`config.mk`:
```
export PLATFORM = sky130hd
export DESIGN_NAME = ultrasonic_level_alarm_core
export DESIGN_NICKNAME = d
export VERILOG_FILES = /design/src/sv/ula_pkg.sv /design/src/sv/ula_ram.sv /design/src/sv/ula_parser.sv /design/src/sv/ula_grader.sv /design/src/sv/ultrasonic_level_alarm_core.sv
export SDC_FILE = /design/constraint.sdc
export NUM_CORES = 1
export LEC_CHECK = 0
export BUFFER_PORTS_ARGS = -buffer_cell sky130_fd_sc_hd__clkbuf_2
export CORE_MARGIN = 2
export CORE_UTILIZATION = 50
export CTS_BUF_LIST = sky130_fd_sc_hd__clkbuf_2 sky130_fd_sc_hd__clkbuf_4 sky130_fd_sc_hd__clkbuf_8
export DETAILED_ROUTE_END_ITERATION = 10
export PLACE_DENSITY = 0.66
export SLEW_MARGIN = 25
export SYNTH_ARGS = -nofsm -noshare
export SYNTH_HDL_FRONTEND = slang
export SYNTH_SLANG_ARGS = --single-unit
```
`constraint.sdc`:
```
create_clock -name clk -period 18.15 [get_ports clk]
set_input_delay 3.63 -clock clk [delete_from_list [all_inputs] [get_ports clk]]
set_output_delay 3.63 -clock clk [all_outputs]
set_load 0.005 [all_outputs]
```
`src/sv/ula_pkg.sv`:
```
// Shared types and constants for the ultrasonic level alarm core.
// Used by the parser, grader and top level; no dependencies.
`timescale 1ns / 1ps

package ula_pkg;

  localparam logic [7:0]  HEADER_BYTE = 8'hFF;
  localparam logic [16:0] MAX17       = 17'h1FFFF;
  localparam logic [15:0] MAX16       = 16'hFFFF;

  // Configuration register indexes
  localparam logic [2:0] CFG_WARNING  = 3'd0;
  localparam logic [2:0] CFG_DANGER   = 3'd1;
  localparam logic [2:0] CFG_CRITICAL = 3'd2;
  localparam logic [2:0] CFG_STARTUP  = 3'd3;
  localparam logic [2:0] CFG_CONFIRM  = 3'd4;
  localparam logic [2:0] CFG_LATCH    = 3'd5;

  typedef enum logic [2:0] {
    STAGE_STARTUP  = 3'd0,
    STAGE_NORMAL   = 3'd1,
    STAGE_WARNING  = 3'd2,
    STAGE_DANGER   = 3'd3,
    STAGE_CRITICAL = 3'd4,
    STAGE_LATCHED  = 3'd5
  } stage_t;

  typedef enum logic [1:0] {
    PH_HUNT  = 2'd0,
    PH_HIGH  = 2'd1,
    PH_LOW   = 2'd2,
    PH_CHECK = 2'd3
  } phase_t;

  typedef struct packed {
    logic [15:0] warning_level_mm;
    logic [15:0] danger_level_mm;
    logic [15:0] critical_level_mm;
    logic [15:0] startup_hold_ms;
    logic [15:0] confirm_time_ms;
    logic [16:0] latch_hold_ms;
  } cfg_t;

  typedef struct packed {
    logic frame_good;
    logic frame_bad;
  } parse_res_t;

endpackage

```
`src/sv/ula_ram.sv`:
```
// Generic single-port-write, single-port-read RAM with registered read data.
// No dependencies.
`timescale 1ns / 1ps

module ula_ram #(
  parameter int WIDTH = 16,
  parameter int DEPTH = 8
) (
  input  logic                                   clk,
  input  logic                                   wr_en,
  input  logic [(DEPTH > 1 ? $clog2(DEPTH) : 1)-1:0] wr_addr,
  input  logic [WIDTH-1:0]                       wr_data,
  input  logic [(DEPTH > 1 ? $clog2(DEPTH) : 1)-1:0] rd_addr,
  output logic [WIDTH-1:0]                       rd_data
);

  logic [WIDTH-1:0] mem [DEPTH];

  always_ff @(posedge clk) begin
    if (wr_en) begin
      mem[wr_addr] <= wr_data;
    end
    rd_data <= mem[rd_addr];
  end

endmodule

```
`src/sv/ula_parser.sv`:
```
// Sensor frame parser, sample ring and moving average.
// Depends on ula_pkg and ula_ram.
`timescale 1ns / 1ps

module ula_parser #(
  parameter int SAMPLE_COUNT = 8
) (
  input  logic                clk,
  input  logic                rst_n,
  input  logic                byte_en,
  input  logic [7:0]          byte_value,
  output ula_pkg::parse_res_t res,
  output logic [15:0]         average_nxt
);

  import ula_pkg::*;

  localparam int SLOT_W   = (SAMPLE_COUNT > 1) ? $clog2(SAMPLE_COUNT) : 1;
  localparam int TOTAL_W  = 16 + $clog2(SAMPLE_COUNT);
  localparam int SHIFT    = TOTAL_W + $clog2(SAMPLE_COUNT);
  localparam int RECIP_W  = SHIFT + 1;
  localparam int PROD_W   = TOTAL_W + RECIP_W;
  localparam logic [RECIP_W-1:0] RECIP =
    RECIP_W'(((64'd1 << SHIFT) + 64'(SAMPLE_COUNT) - 64'd1) / 64'(SAMPLE_COUNT));
  localparam logic [SLOT_W-1:0] LAST_SLOT = SLOT_W'(SAMPLE_COUNT - 1);

  phase_t              phase_r, phase_nxt;
  logic [7:0]          high_r, high_nxt;
  logic [7:0]          low_r, low_nxt;
  logic [SLOT_W-1:0]   slot_r, slot_nxt;
  logic                wrapped_r, wrapped_nxt;
  logic [TOTAL_W-1:0]  total_r, total_nxt;
  logic [TOTAL_W-1:0]  cand_r, cand_nxt;
  logic [15:0]         avg_r;
  logic [7:0]          chk;
  logic [15:0]         old_sample;
  logic [15:0]         rd_data;
  logic [PROD_W-1:0]   prod;
  logic                good;

  ula_ram #(
    .WIDTH (16),
    .DEPTH (SAMPLE_COUNT)
  ) u_ring (
    .clk     (clk),
    .wr_en   (good),
    .wr_addr (slot_r),
    .wr_data ({high_r, low_r}),
    .rd_addr (slot_r),
    .rd_data (rd_data)
  );

  // Slots at and past the write pointer are unwritten until the first wrap: read them as zero
  assign old_sample = wrapped_r ? rd_data : 16'd0;
  assign chk        = HEADER_BYTE + high_r + low_r;
  assign prod       = PROD_W'(cand_r) * PROD_W'(RECIP);
  assign good       = byte_en && (phase_r == PH_CHECK) && (chk == byte_value);

  // Next state
  always_comb begin
    phase_nxt = phase_r;
    if (byte_en) begin
      unique case (phase_r)
        PH_HUNT: begin
          if (byte_value == HEADER_BYTE) phase_nxt = PH_HIGH;
        end
        PH_HIGH:  phase_nxt = PH_LOW;
        PH_LOW:   phase_nxt = PH_CHECK;
        PH_CHECK: phase_nxt = PH_HUNT;
      endcase
    end
  end

  // Outputs and datapath
  always_comb begin
    high_nxt       = high_r;
    low_nxt        = low_r;
    cand_nxt       = cand_r;
    total_nxt      = total_r;
    slot_nxt       = slot_r;
    wrapped_nxt    = wrapped_r;
    average_nxt    = avg_r;
    res.frame_good = good;
    res.frame_bad  = byte_en && (phase_r == PH_CHECK) && (chk != byte_value);
    if (byte_en && phase_r == PH_HIGH) begin
      high_nxt = byte_value;
    end
    if (byte_en && phase_r == PH_LOW) begin
      low_nxt  = byte_value;
      // Prepare the new running total ahead of the checksum byte
      cand_nxt = total_r - TOTAL_W'(old_sample) + TOTAL_W'({high_r, byte_value});
    end
    if (good) begin
      total_nxt   = cand_r;
      average_nxt = prod[SHIFT +: 16];
      if (slot_r == LAST_SLOT) begin
        slot_nxt    = '0;
        wrapped_nxt = 1'b1;
      end else begin
        slot_nxt = slot_r + SLOT_W'(1);
      end
    end
  end

  always_ff @(posedge clk) begin
    if (!rst_n) begin
      phase_r   <= PH_HUNT;
      high_r    <= '0;
      low_r     <= '0;
      slot_r    <= '0;
      wrapped_r <= 1'b0;
      total_r   <= '0;
      avg_r     <= '0;
    end else begin
      phase_r   <= phase_nxt;
      high_r    <= high_nxt;
      low_r     <= low_nxt;
      slot_r    <= slot_nxt;
      wrapped_r <= wrapped_nxt;
      total_r   <= total_nxt;
      avg_r     <= average_nxt;
    end
  end

  always_ff @(posedge clk) begin
    cand_r <= cand_nxt;
  end

endmodule

```
`src/sv/ula_grader.sv`:
```
// Tick-driven startup hold, threshold grading and stage-five latch timers.
// Depends on ula_pkg.
`timescale 1ns / 1ps

module ula_grader (
  input  logic             clk,
  input  logic             rst_n,
  input  logic             tick,
  input  logic [15:0]      average,
  input  ula_pkg::cfg_t    cfg,
  output ula_pkg::stage_t  stage_nxt
);

  import ula_pkg::*;

  logic [16:0] startup_r, startup_nxt;
  logic        below_act_r, below_act_nxt;
  logic [15:0] below_r, below_nxt;
  logic        latch_act_r, latch_act_nxt;
  logic [16:0] latch_r, latch_nxt;
  stage_t      stage_r;
  logic        held;

  always_comb begin
    startup_nxt   = startup_r;
    below_act_nxt = below_act_r;
    below_nxt     = below_r;
    latch_act_nxt = latch_act_r;
    latch_nxt     = latch_r;
    stage_nxt     = stage_r;
    held          = 1'b0;
    if (tick) begin
      if (startup_r != MAX17) startup_nxt = startup_r + 17'd1;
      if (startup_nxt <= {1'b0, cfg.startup_hold_ms}) begin
        stage_nxt = STAGE_STARTUP;
      end else begin
        if (latch_act_r && latch_r != MAX17) latch_nxt = latch_r + 17'd1;
        if (average < cfg.critical_level_mm) begin
          if (!below_act_r) begin
            below_act_nxt = 1'b1;
            below_nxt     = '0;
          end else begin
            if (below_r != MAX16) below_nxt = below_r + 16'd1;
            if (below_nxt >= cfg.confirm_time_ms && !latch_act_r) begin
              latch_act_nxt = 1'b1;
              latch_nxt     = '0;
            end
          end
        end else begin
          below_act_nxt = 1'b0;
        end
        if (latch_act_nxt) begin
          if (latch_nxt < cfg.latch_hold_ms) begin
            held = 1'b1;
          end else begin
            // Hold time over: release and grade normally on this tick
            latch_act_nxt = 1'b0;
            below_act_nxt = 1'b0;
          end
        end
        priority if (held) begin
          stage_nxt = STAGE_LATCHED;
        end else if (average >= cfg.warning_level_mm) begin
          stage_nxt = STAGE_NORMAL;
        end else if (average >= cfg.danger_level_mm) begin
          stage_nxt = STAGE_WARNING;
        end else if (average >= cfg.critical_level_mm) begin
          stage_nxt = STAGE_DANGER;
        end else begin
          stage_nxt = STAGE_CRITICAL;
        end
      end
    end
  end

  always_ff @(posedge clk) begin
    if (!rst_n) begin
      startup_r   <= '0;
      below_act_r <= 1'b0;
      below_r     <= '0;
      latch_act_r <= 1'b0;
      latch_r     <= '0;
      stage_r     <= STAGE_STARTUP;
    end else begin
      startup_r   <= startup_nxt;
      below_act_r <= below_act_nxt;
      below_r     <= below_nxt;
      latch_act_r <= latch_act_nxt;
      latch_r     <= latch_nxt;
      stage_r     <= stage_nxt;
    end
  end

endmodule

```
`src/sv/ultrasonic_level_alarm_core.sv`:
```
// Top level of the ultrasonic level alarm: input register, configuration,
// frame parser and grader, result register. Depends on ula_pkg and all ula_ modules.
`timescale 1ns / 1ps

// One item (sensor byte or millisecond tick) is taken every clock cycle while
// the result register is free or being taken. Each item is held in the input
// register, then the parse/grade logic writes its result into the result
// register. The result register frees as it is taken, so a full rate
// stream flows with out_tready held high. Every item yields exactly one
// result. The sample ring holds SAMPLE_COUNT entries in a small RAM; no
// clearing pass is needed after reset, since slots not yet written since
// reset read as zero. The average is the ring total times a reciprocal
// constant, one multiply between the running-total register and the result
// register.
module ultrasonic_level_alarm_core #(
  parameter int SAMPLE_COUNT = 8
) (
  input  logic        clk,
  input  logic        rst_n,
  input  logic        in_tvalid,
  output logic        in_tready,
  input  logic [7:0]  in_tdata,   // [7:0] byte_value
  input  logic        in_tuser,   // [0] kind (0 byte, 1 tick)
  output logic        out_tvalid,
  input  logic        out_tready,
  output logic [23:0] out_tdata,  // [2:0] stage, [3] relay_one_on, [4] relay_two_on,
                                  // [20:5] average_mm, [21] frame_good, [22] frame_bad
  input  logic        cfg_we,
  input  logic [2:0]  cfg_addr,
  input  logic [16:0] cfg_wdata
);

  import ula_pkg::*;

  cfg_t       cfg_r;
  logic       a_valid_r;
  logic       a_kind_r;
  logic [7:0] a_byte_r;
  logic       a_advance;
  logic       out_valid_r;
  logic [2:0] out_stage_r;
  logic       out_relay1_r, out_relay2_r;
  logic [15:0] out_avg_r;
  logic       out_good_r, out_bad_r;
  parse_res_t pres;
  logic [15:0] average_nxt;
  stage_t     stage_nxt;
  logic       relay1, relay2;

  assign a_advance = a_valid_r && (!out_valid_r || out_tready);
  assign in_tready = !a_valid_r || a_advance;

  always_ff @(posedge clk) begin
    if (!rst_n) begin
      cfg_r.warning_level_mm  <= 16'd600;
      cfg_r.danger_level_mm   <= 16'd400;
      cfg_r.critical_level_mm <= 16'd250;
      cfg_r.startup_hold_ms   <= 16'd10000;
      cfg_r.confirm_time_ms   <= 16'd2500;
      cfg_r.latch_hold_ms     <= 17'd60000;
    end else if (cfg_we) begin
      unique case (cfg_addr)
        CFG_WARNING:  cfg_r.warning_level_mm  <= cfg_wdata[15:0];
        CFG_DANGER:   cfg_r.danger_level_mm   <= cfg_wdata[15:0];
        CFG_CRITICAL: cfg_r.critical_level_mm <= cfg_wdata[15:0];
        CFG_STARTUP:  cfg_r.startup_hold_ms   <= cfg_wdata[15:0];
        CFG_CONFIRM:  cfg_r.confirm_time_ms   <= cfg_wdata[15:0];
        CFG_LATCH:    cfg_r.latch_hold_ms     <= cfg_wdata;
        default: ;
      endcase
    end
  end

  // Input register
  always_ff @(posedge clk) begin
    if (!rst_n) begin
      a_valid_r <= 1'b0;
    end else if (in_tready) begin
      a_valid_r <= in_tvalid;
    end
  end

  always_ff @(posedge clk) begin
    if (in_tready && in_tvalid) begin
      a_kind_r <= in_tuser;
      a_byte_r <= in_tdata;
    end
  end

  ula_parser #(
    .SAMPLE_COUNT (SAMPLE_COUNT)
  ) u_parser (
    .clk         (clk),
    .rst_n       (rst_n),
    .byte_en     (a_advance && !a_kind_r),
    .byte_value  (a_byte_r),
    .res         (pres),
    .average_nxt (average_nxt)
  );

  ula_grader u_grader (
    .clk       (clk),
    .rst_n     (rst_n),
    .tick      (a_advance && a_kind_r),
    .average   (average_nxt),
    .cfg       (cfg_r),
    .stage_nxt (stage_nxt)
  );

  always_comb begin
    unique case (stage_nxt)
      STAGE_WARNING:  begin relay1 = 1'b1; relay2 = 1'b0; end
      STAGE_DANGER:   begin relay1 = 1'b0; relay2 = 1'b1; end
      STAGE_CRITICAL: begin relay1 = 1'b1; relay2 = 1'b1; end
      STAGE_LATCHED:  begin relay1 = 1'b1; relay2 = 1'b1; end
      default:        begin relay1 = 1'b0; relay2 = 1'b0; end
    endcase
  end

  // Result register
  always_ff @(posedge clk) begin
    if (!rst_n) begin
      out_valid_r <= 1'b0;
    end else if (a_advance) begin
      out_valid_r <= 1'b1;
    end else if (out_tready) begin
      out_valid_r <= 1'b0;
    end
  end

  always_ff @(posedge clk) begin
    if (a_advance) begin
      out_stage_r  <= stage_nxt;
      out_relay1_r <= relay1;
      out_relay2_r <= relay2;
      out_avg_r    <= average_nxt;
      out_good_r   <= pres.frame_good;
      out_bad_r    <= pres.frame_bad;
    end
  end

  assign out_tvalid = out_valid_r;
  assign out_tdata  = {1'b0, out_bad_r, out_good_r, out_avg_r,
                       out_relay2_r, out_relay1_r, out_stage_r};

  a_verdict_exclusive: assert property (@(posedge clk) disable iff (!rst_n)
    out_valid_r |-> !(out_good_r && out_bad_r))
    else $error("frame_good and frame_bad both set");

  a_tick_no_verdict: assert property (@(posedge clk) disable iff (!rst_n)
    (a_advance && a_kind_r) |=> (out_valid_r && !out_good_r && !out_bad_r))
    else $error("tick transfer produced a frame verdict");

  a_advance_fills: assert property (@(posedge clk) disable iff (!rst_n)
    a_advance |=> out_valid_r)
    else $error("processed item did not reach the result register");

  a_startup_relays_off: assert property (@(posedge clk) disable iff (!rst_n)
    (out_valid_r && out_stage_r == STAGE_STARTUP) |-> (!out_relay1_r && !out_relay2_r))
    else $error("relay driven during startup hold");

endmodule
```
=== Word level (Yosys, flattened, before mapping) ===
Memories as Yosys holds them, arrays and structs flattened. A register that Yosys moved wholly into a read port is not among the register bits.
Cells that the tools add are included.
W data, S select, Z words.

* $add $sub $neg: 8
* $lt $le $gt $ge: 7
* Equal/unequal tests: 20
* Mux-type cells: 43
* Bitwise operators: 1
* Reductions and logical operators: 32

{| class="wikitable"
|+ Operators by type and width
! operator !! number
|-
| $mux W17 || 8
|-
| $mux W16 || 8
|-
| $ge A16 B16 Y1 || 4
|-
| $add A17 B1 Y17 const B || 2
|-
| $ne A17 B17 Y1 const B || 2
|-
| $mux W3 || 7
|-
| $add A19 B16 Y19 || 1
|-
| $sub A19 B16 Y19 || 1
|-
| $mux W1 || 18
|-
| $reduce_and A2 Y1 || 9
|-
| $le A17 B16 Y1 || 1
|-
| $lt A17 B17 Y1 || 1
|-
| $add A16 B1 Y16 const B || 1
|-
| $lt A16 B16 Y1 || 1
|-
| $ne A16 B16 Y1 const B || 1
|-
| $eq A3 B3 Y1 const B || 5
|-
| $eq A3 B2 Y1 const B || 4
|-
| $logic_and A1 B1 Y1 || 11
|-
| $add A8 B8 Y8 || 1
|-
| $add A8 B8 Y8 const A || 1
|-
| $eq A8 B8 Y1 || 1
|-
| $eq A8 B8 Y1 const B || 1
|-
| $ne A8 B8 Y1 || 1
|-
| $pmux W2 S4 || 1
|-
| 14 further kinds || 20
|}

* Bits in registers: 262
* Bits in writable memories: 128
* Input port bits: 34
* Output and inout bits: 26
* Word-level logic and storage cells: 142
* Memories: 1

{| class="wikitable"
|+ Memory list
! name !! depth !! bits a word !! read ports !! clocked after memory_dff !! wr ports !! line !! RTL
|-
| u_parser.u_ring.mem || 8 || 16 || 1 || 1 || 1 || ula_ram.sv:17 || <nowiki>logic [WIDTH-1:0] mem [DEPTH];</nowiki>
|}

=== Logic depth before layout (Yosys ltp) ===
* Word-level depth: 29
* Mapped depth: 36
* Mapped depth without buffers: 32

=== Hierarchy ===
A second synthesis with hierarchy kept.

* Cell total of the unflattened synthesis: 1975
* Area total of the unflattened synthesis: 21041.4 um^2

{| class="wikitable"
|+ By module, submodules not included
! module !! times used !! cells an instance !! area an instance (um^2) !! seq. area each (um^2)
|-
| ula_grader || 1 || 792 || 5865.6 || 1101.1
|-
| ula_ram || 1 || 214 || 5293.8 || 4164.0
|-
| ula_parser || 1 || 555 || 5029.8 || 1711.6
|-
| ultrasonic_level_alarm_core || 1 || 414 || 4852.2 || 2942.8
|}

=== Worst setup path before layout ===
Ideal clock, no wire load.

* Path kind: input to register
* From: input port out_tready
* To: register out_relay1_r (data pin)
* Setup time: 0.254 ns
* Arrival time: 8.397 ns
* Required time: 17.896 ns
* Setup slack: 9.499 ns
* Stages: 28
* Path buffers: 4
* Path through: nand2b_1 -> nand2_1 -> nor2_1 -> nand2_1 -> nor4_2 -> buf_4 -> buf_8 -> mux2_4 -> ha_1 -> a21o_1 -> nand3_1 -> a211oi_1 -> nor4_2 -> nand4_1 -> nor2_1 -> clkbuf_1 -> buf_2 -> nor2_1 -> ha_1 -> a21oi_1 -> o21ai_0 -> a21oi_1 -> o211ai_1 -> a21o_1 -> or3_1 -> o311ai_2 -> nor2b_1 -> a21o_1

* Longest elaborated chain between the ends: 21
* Elaborated cells on any way between the ends: 33
* Those cells by class: order compare (5); eq/ne (3); mux (18); reduce/logical (7)

{| class="wikitable"
|+ RTL lines
! item !! line !! RTL
|-
| start: declaration || ultrasonic_level_alarm_core.sv:25 || <nowiki>input logic out_tready,</nowiki>
|-
| $logic_or A1 B1 Y1 * || ultrasonic_level_alarm_core.sv:50 || <nowiki>assign a_advance = a_valid_r && (!out_valid_r || out_tready);</nowiki>
|-
| $logic_and A1 B1 Y1 * || ultrasonic_level_alarm_core.sv:50 ||
|-
| $logic_and A1 B1 Y1 * || ultrasonic_level_alarm_core.sv:95 || <nowiki>.byte_en (a_advance && !a_kind_r),</nowiki>
|-
| $logic_and A1 B1 Y1 * (2 in a row) || ula_parser.sv:57 || <nowiki>assign good = byte_en && (phase_r == PH_CHECK) && (chk == byte_value);</nowiki>
|-
| $mux W16 * || ula_parser.sv:93 || <nowiki>if (good) begin</nowiki>
|-
| via average_nxt[5] || ultrasonic_level_alarm_core.sv:46 || <nowiki>logic [15:0] average_nxt;</nowiki>
|-
| $lt A16 B16 Y1 || ula_grader.sv:38 || <nowiki>if (average < cfg.critical_level_mm) begin</nowiki>
|-
| $mux W17 || ula_grader.sv:38 ||
|-
| [7 not listed] || - ||
|-
| $mux W3 * || ula_grader.sv:61 || <nowiki>priority if (held) begin</nowiki>
|-
| $mux W3 * || ula_grader.sv:34 || <nowiki>if (startup_nxt <= {1'b0, cfg.startup_hold_ms}) begin</nowiki>
|-
| $mux W3 * || ula_grader.sv:32 || <nowiki>if (tick) begin</nowiki>
|-
| via stage_nxt[2] || ultrasonic_level_alarm_core.sv:47 || <nowiki>stage_t stage_nxt;</nowiki>
|-
| $eq A3 B3 Y1 or $eq A3 B2 Y1 (tied branches) || ultrasonic_level_alarm_core.sv:111 || <nowiki>unique case (stage_nxt)</nowiki>
|-
| $reduce_or A3 Y1 (no source line) * || - ||
|-
| $mux W1 * || ultrasonic_level_alarm_core.sv:111 ||
|-
| via relay1 || ultrasonic_level_alarm_core.sv:48 || <nowiki>logic relay1, relay2;</nowiki>
|-
| end signal: assignment || ultrasonic_level_alarm_core.sv:134 || <nowiki>out_relay1_r <= relay1;</nowiki>
|-
| end: declaration || ultrasonic_level_alarm_core.sv:42 || <nowiki>logic out_relay1_r, out_relay2_r;</nowiki>
|}

Mark *: on every way through the listed nets, which the timed path passes. The rest lies on a longest branch. The select of a mux whose other input is x is not followed.
A chain may end at the register's enable or synchronous reset.

=== Worst setup path in the final report ===
* From: input port out_tready
* To: register out_relay2_r (data pin)

* Longest elaborated chain between the ends: 21
* Elaborated cells on any way between the ends: 33
* Those cells by class: order compare (5); eq/ne (3); mux (18); reduce/logical (7)

{| class="wikitable"
|+ RTL lines
! item !! line !! RTL
|-
| $logic_or A1 B1 Y1 * || ultrasonic_level_alarm_core.sv:50 ||
|-
| $logic_and A1 B1 Y1 * || ultrasonic_level_alarm_core.sv:50 ||
|-
| $logic_and A1 B1 Y1 * || ultrasonic_level_alarm_core.sv:95 ||
|-
| $logic_and A1 B1 Y1 * (2 in a row) || ula_parser.sv:57 ||
|-
| $mux W16 * || ula_parser.sv:93 ||
|-
| via average_nxt[9] || ultrasonic_level_alarm_core.sv:46 ||
|-
| $lt A16 B16 Y1 || ula_grader.sv:38 ||
|-
| $mux W17 || ula_grader.sv:38 ||
|-
| [7 not listed] || - ||
|-
| $mux W3 * || ula_grader.sv:61 ||
|-
| $mux W3 * || ula_grader.sv:34 ||
|-
| $mux W3 * || ula_grader.sv:32 ||
|-
| via stage_nxt[1] || ultrasonic_level_alarm_core.sv:47 ||
|-
| $eq A3 B3 Y1 or $eq A3 B2 Y1 (tied branches) || ultrasonic_level_alarm_core.sv:111 ||
|-
| $reduce_or A3 Y1 (no source line) * || - ||
|-
| $mux W1 * || ultrasonic_level_alarm_core.sv:111 ||
|-
| via relay2 || ultrasonic_level_alarm_core.sv:48 ||
|-
| end signal: assignment || ultrasonic_level_alarm_core.sv:135 || <nowiki>out_relay2_r <= relay2;</nowiki>
|-
| end: declaration || ultrasonic_level_alarm_core.sv:42 ||
|}

Marked as above.

==> summary.txt <==
Post-CTS Hold Fix Bufs = 0
clock skew = 0.0302 ns
clock share of power = 47.7%
Port-buffer cells = 58
post-cts repair resize count = 0
max-cap violation count = 0
Yosys Warn Count = 0
met3 WL post-DR = 2140 um
internal cell power = 1.54 mW
worst slew pin tran = 0.975 ns
CTS tree = yes
# diodes = 0
leakage power = 9.07 nW
#FFs+latches synth = 406
Die Y-Extent = 206 um
H-tree depth = 3
CP required = 18.52 ns
# DRC = 0
Top FF cell, synth = dfxtp_1
cell area after synthesis = 0.0204 sq mm
via count = 14.5k
first-pass GRT wire length = 76600 um
Flop pwr share = 48.7%
die width = 206 um
startpoint types = input pin
unrepaired setup endpoints after global routing = no
number of cells on the worst hold path = 2
clock tree root buffer cell = clkbuf_8
PD cells = 87.3 mW/mm^2
post-layout minimum cycle time = 9.58 ns
core area = 0.0400 sq mm
Max Clk Rate = 104 MHz
Sink Count = 406
R2R Path Start = u_parser.high_r[1]$_SDFFE_PN0P_
largest family of logic cells by synthesized area = simple AND/OR/NAND/NOR gates
initial antenna violation count = 1
die area = 0.0424 sq mm
R2R setup slack = 10.11 ns
setup TNS = 0 ns
WL final = 48900 um
1st-pass router iterations = 7
VDD IR-drop max = 0.0956 mV
fin nets = 2301
post-synthesis compound-gate area fraction = 12.7%
vias in the first global route = 14.3k
post-synthesis simple-gate area fraction = 15.4%
Post-Syn Instances = 2052
switching power = 0.439 mW
GRT Resource Usage Total = 23.6%
CP endpoint kind = flop
vias per std cell = 5.40
FFs w/ async S/R, synth = 0%
row cnt = 73
combinational power share = 3.6%
WS Path Type = input pin to flop
Slew Limit Fails = 0
Clock Latency Late Sink = 0.65 ns
Top-Level Pins = 60
Num CTS Buffers = 72
routed length per instance = 18.2 um
Overflow after GRT = 0
GP Congestion = 0.884
Post-synth EDFFs = 179
status = finished clean
Post-Route M1 WL = 21600 um
dpl hpwl = 34500 um
CTS max path bufs = 3
CTS clk-pin slew, worst paths = 0.06 ns
final count of hold timing violations = 0
Final Cycle Share = 52.8%
Detail Route Antenna Nets = 0
Fillers = 3532
Sw Share = 22.1%
Yosys cell types = 76
Worst slew margin = 35.0%
area growth from synthesis to layout = 11.5%
layout cells sized above 1 = 12.3%
routed wl met2 = 23200 um
initial core utilization = 50.9%
crit path DAT = 9.94 ns
RR Endpoint = out_relay2_r$_DFFE_PP_
Syn Nets = 2241
Top Metal Used = met5
CP Max Fanout = 65
XOR/XNOR Fraction of Synth Area = 3.40%
sequential share of the synthesized area = 48.7%
final setup vio count = 0
Syn Area/Cell = 9.93 sq um
type of the most critical hold path = flop to flop
Hold Path End = u_parser.u_ring.rd_data[6]$_DFF_P_
largest net degree at the start of global routing = 156
hold_sp = u_parser.u_ring.mem[4][6]$_DFFE_PP_
mux share of post-synthesis cell area = 3.75%
First DRT Iteration DRCs = 957
adder-cell area share of the yosys netlist = 10.1%
post-CTS setup buffer count = 0
overall power = 1.98 mW
Worst Reg-to-Reg Cells = 33
==> critical path, stage by stage <==
cell	delay (ns)
clkbuf_2	0.09
nand2b_1	0.11
nand2_1	0.13
nor2_1	0.55
nand2_1	0.22
nor4_4	0.16
buf_4	0.62
mux2_2	0.46
ha_1	0.30
a21o_1	0.16
nand3_1	0.08
a21oi_1	0.08
nor4_2	0.36
buf_4	0.22
nand4_1	0.13
nor2_2	0.12
buf_4	0.31
nor2_1	0.11
ha_1	0.30
nand4_1	0.16
nor4_1	0.46
a21o_1	0.22
o21ai_0	0.13
o21ai_1	0.35
and2b_1	0.24
o21bai_1	0.15
==> sequential cells by signal, summed over array words and instances, names as in the netlist, 2 cells and up <==
register                 flops
u_parser.total_r            19
u_parser.slot_r              3
u_grader.below_r            16
u_grader.stage_r             3
u_parser.high_r              8
u_grader.latch_r            17
u_parser.cand_r             19
out_stage_r                  3
cfg_r                       97
u_parser.u_ring.rd_data     16
u_parser.phase_r             2
u_parser.u_ring.mem        128
u_parser.low_r               8
u_parser.avg_r              16
u_grader.startup_r          17
out_avg_r                   16
a_byte_r                     8
==> power groups by stage <==
stage / Clock [mW] / Sequential [mW] / Combinational (mW)
floorplan: 0 / 0.982 / 0.0473
global placement: 0 / 0.984 / 0.0701
detailed placement: 0 / 0.984 / 0.0714
CTS: 0.965 / 0.965 / 0.0716
global route: 1.01 / 0.965 / 0.0802
finish: 0.945 / 0.965 / 0.0716
==> cell type report <==
class / count / area, sq um / share of cell area, %
inverters: 208 / 781 / 3.44
clock buffers: 107 / 1370 / 6.02
multi-input cells: 1348 / 9260 / 40.8
repair buffers: 76 / 452 / 1.99
clock inverters: 26 / 269 / 1.18
flip-flops and latches: 406 / 9920 / 43.7
well taps: 525 / 657 / 2.89
==> stage by stage <==
| step | setup WS [ns] | hold slack, ns | instance area, sq um | utilization [%] | cells |
|---|---|---|---|---|---|
| after floorplan | 9.50 | 0.425 | 20400 | - | 2052 |
| after global placement | 8.25 | 0.444 | 21000 | 52.6 | 2562 |
| after detailed placement | 8.05 | 0.449 | 21000 | 52.6 | 2562 |
| after CTS | 8.69 | 0.445 | 22700 | 56.7 | 2695 |
| after global routing | 8.16 | 0.480 | 22700 | 56.8 | 2696 |
| final | 8.57 | 0.451 | 22700 | 56.8 | 2696 |
==> worst max path at each step <==
stage,cells past startpoint,from,endpoint
3_3_place_gp,26,out_tready,out_relay2_r$_DFFE_PP_
4_1_cts,26,out_tready,out_relay2_r$_DFFE_PP_
5_1_grt,26,out_tready,out_relay2_r$_DFFE_PP_
2_1_floorplan,28,out_tready,out_relay1_r$_DFFE_PP_
3_5_place_dp,26,out_tready,out_relay2_r$_DFFE_PP_
6_report,26,out_tready,out_relay2_r$_DFFE_PP_
==> synthesized netlist by cell type (all sizes together), types with 3 or more instances <==
cell type / n / area, sq um
o31ai: 3 / 22.5
a31oi: 4 / 25.0
mux4: 14 / 315
nand3b: 6 / 45.0
o221ai: 3 / 26.3
xor2: 21 / 184
dfxtp: 227 / 4540
nor2b: 34 / 213
or4: 3 / 22.5
or2: 3 / 18.8
fa: 17 / 340
a21oi: 65 / 329
clkbuf: 63 / 236
nand2b: 7 / 46.3
a31o: 3 / 26.3
or3: 7 / 43.8
edfxtp: 179 / 5380
a221oi: 18 / 158
ha: 138 / 1730
inv: 207 / 777
nor3b: 4 / 30.0
nand2: 322 / 1210
a21o: 14 / 105
and3: 12 / 75.1
nor4: 4 / 52.6
o21a: 4 / 30.0
o22ai: 4 / 25.0
buf: 27 / 181
o21ai: 75 / 375
o21bai: 6 / 45.0
nor3: 20 / 105
o211ai: 36 / 270
mux2i: 10 / 100
nand3: 67 / 340
a22oi: 20 / 150
nand4: 28 / 175
and2: 50 / 313
nor2: 105 / 402
xnor2: 58 / 508
a211oi: 5 / 37.5
mux2: 29 / 349
a21boi: 105 / 788
==> layer usage <==
layer	vias up	track usage [%]
met3	112	4.97
li1	7197	-
met4	2	11.4
met1	6937	29.7
met5	-	0
met2	299	38.8
==> cells by family after synthesis <==
logic type      count (synthesis)
fa+ha+maj                     155
flops                         406
mux                            53
compound gates                383
xor+xnor                       79
other cells                     1
simple gates                  677
buf+inv                       298
==> cells in the final DEF, fill, tap and decap left out, types with 18 or more instances in the layout <==
cell / instances
nand4_1: 28
clkbuf_2: 57
a21boi_0: 105
nor2_1: 101
xnor2_1: 58
nor2b_1: 34
and2_1: 50
a21oi_1: 64
inv_1: 207
o211ai_1: 36
clkbuf_8: 90
xor2_1: 21
dfxtp_1: 226
nor3_1: 19
o21ai_0: 74
a22oi_1: 20
mux2_2: 23
edfxtp_1: 179
nand3_1: 66
ha_1: 138
a221oi_1: 18
nand2_1: 322
Note: power is estimated with default switching activity, not from simulation.
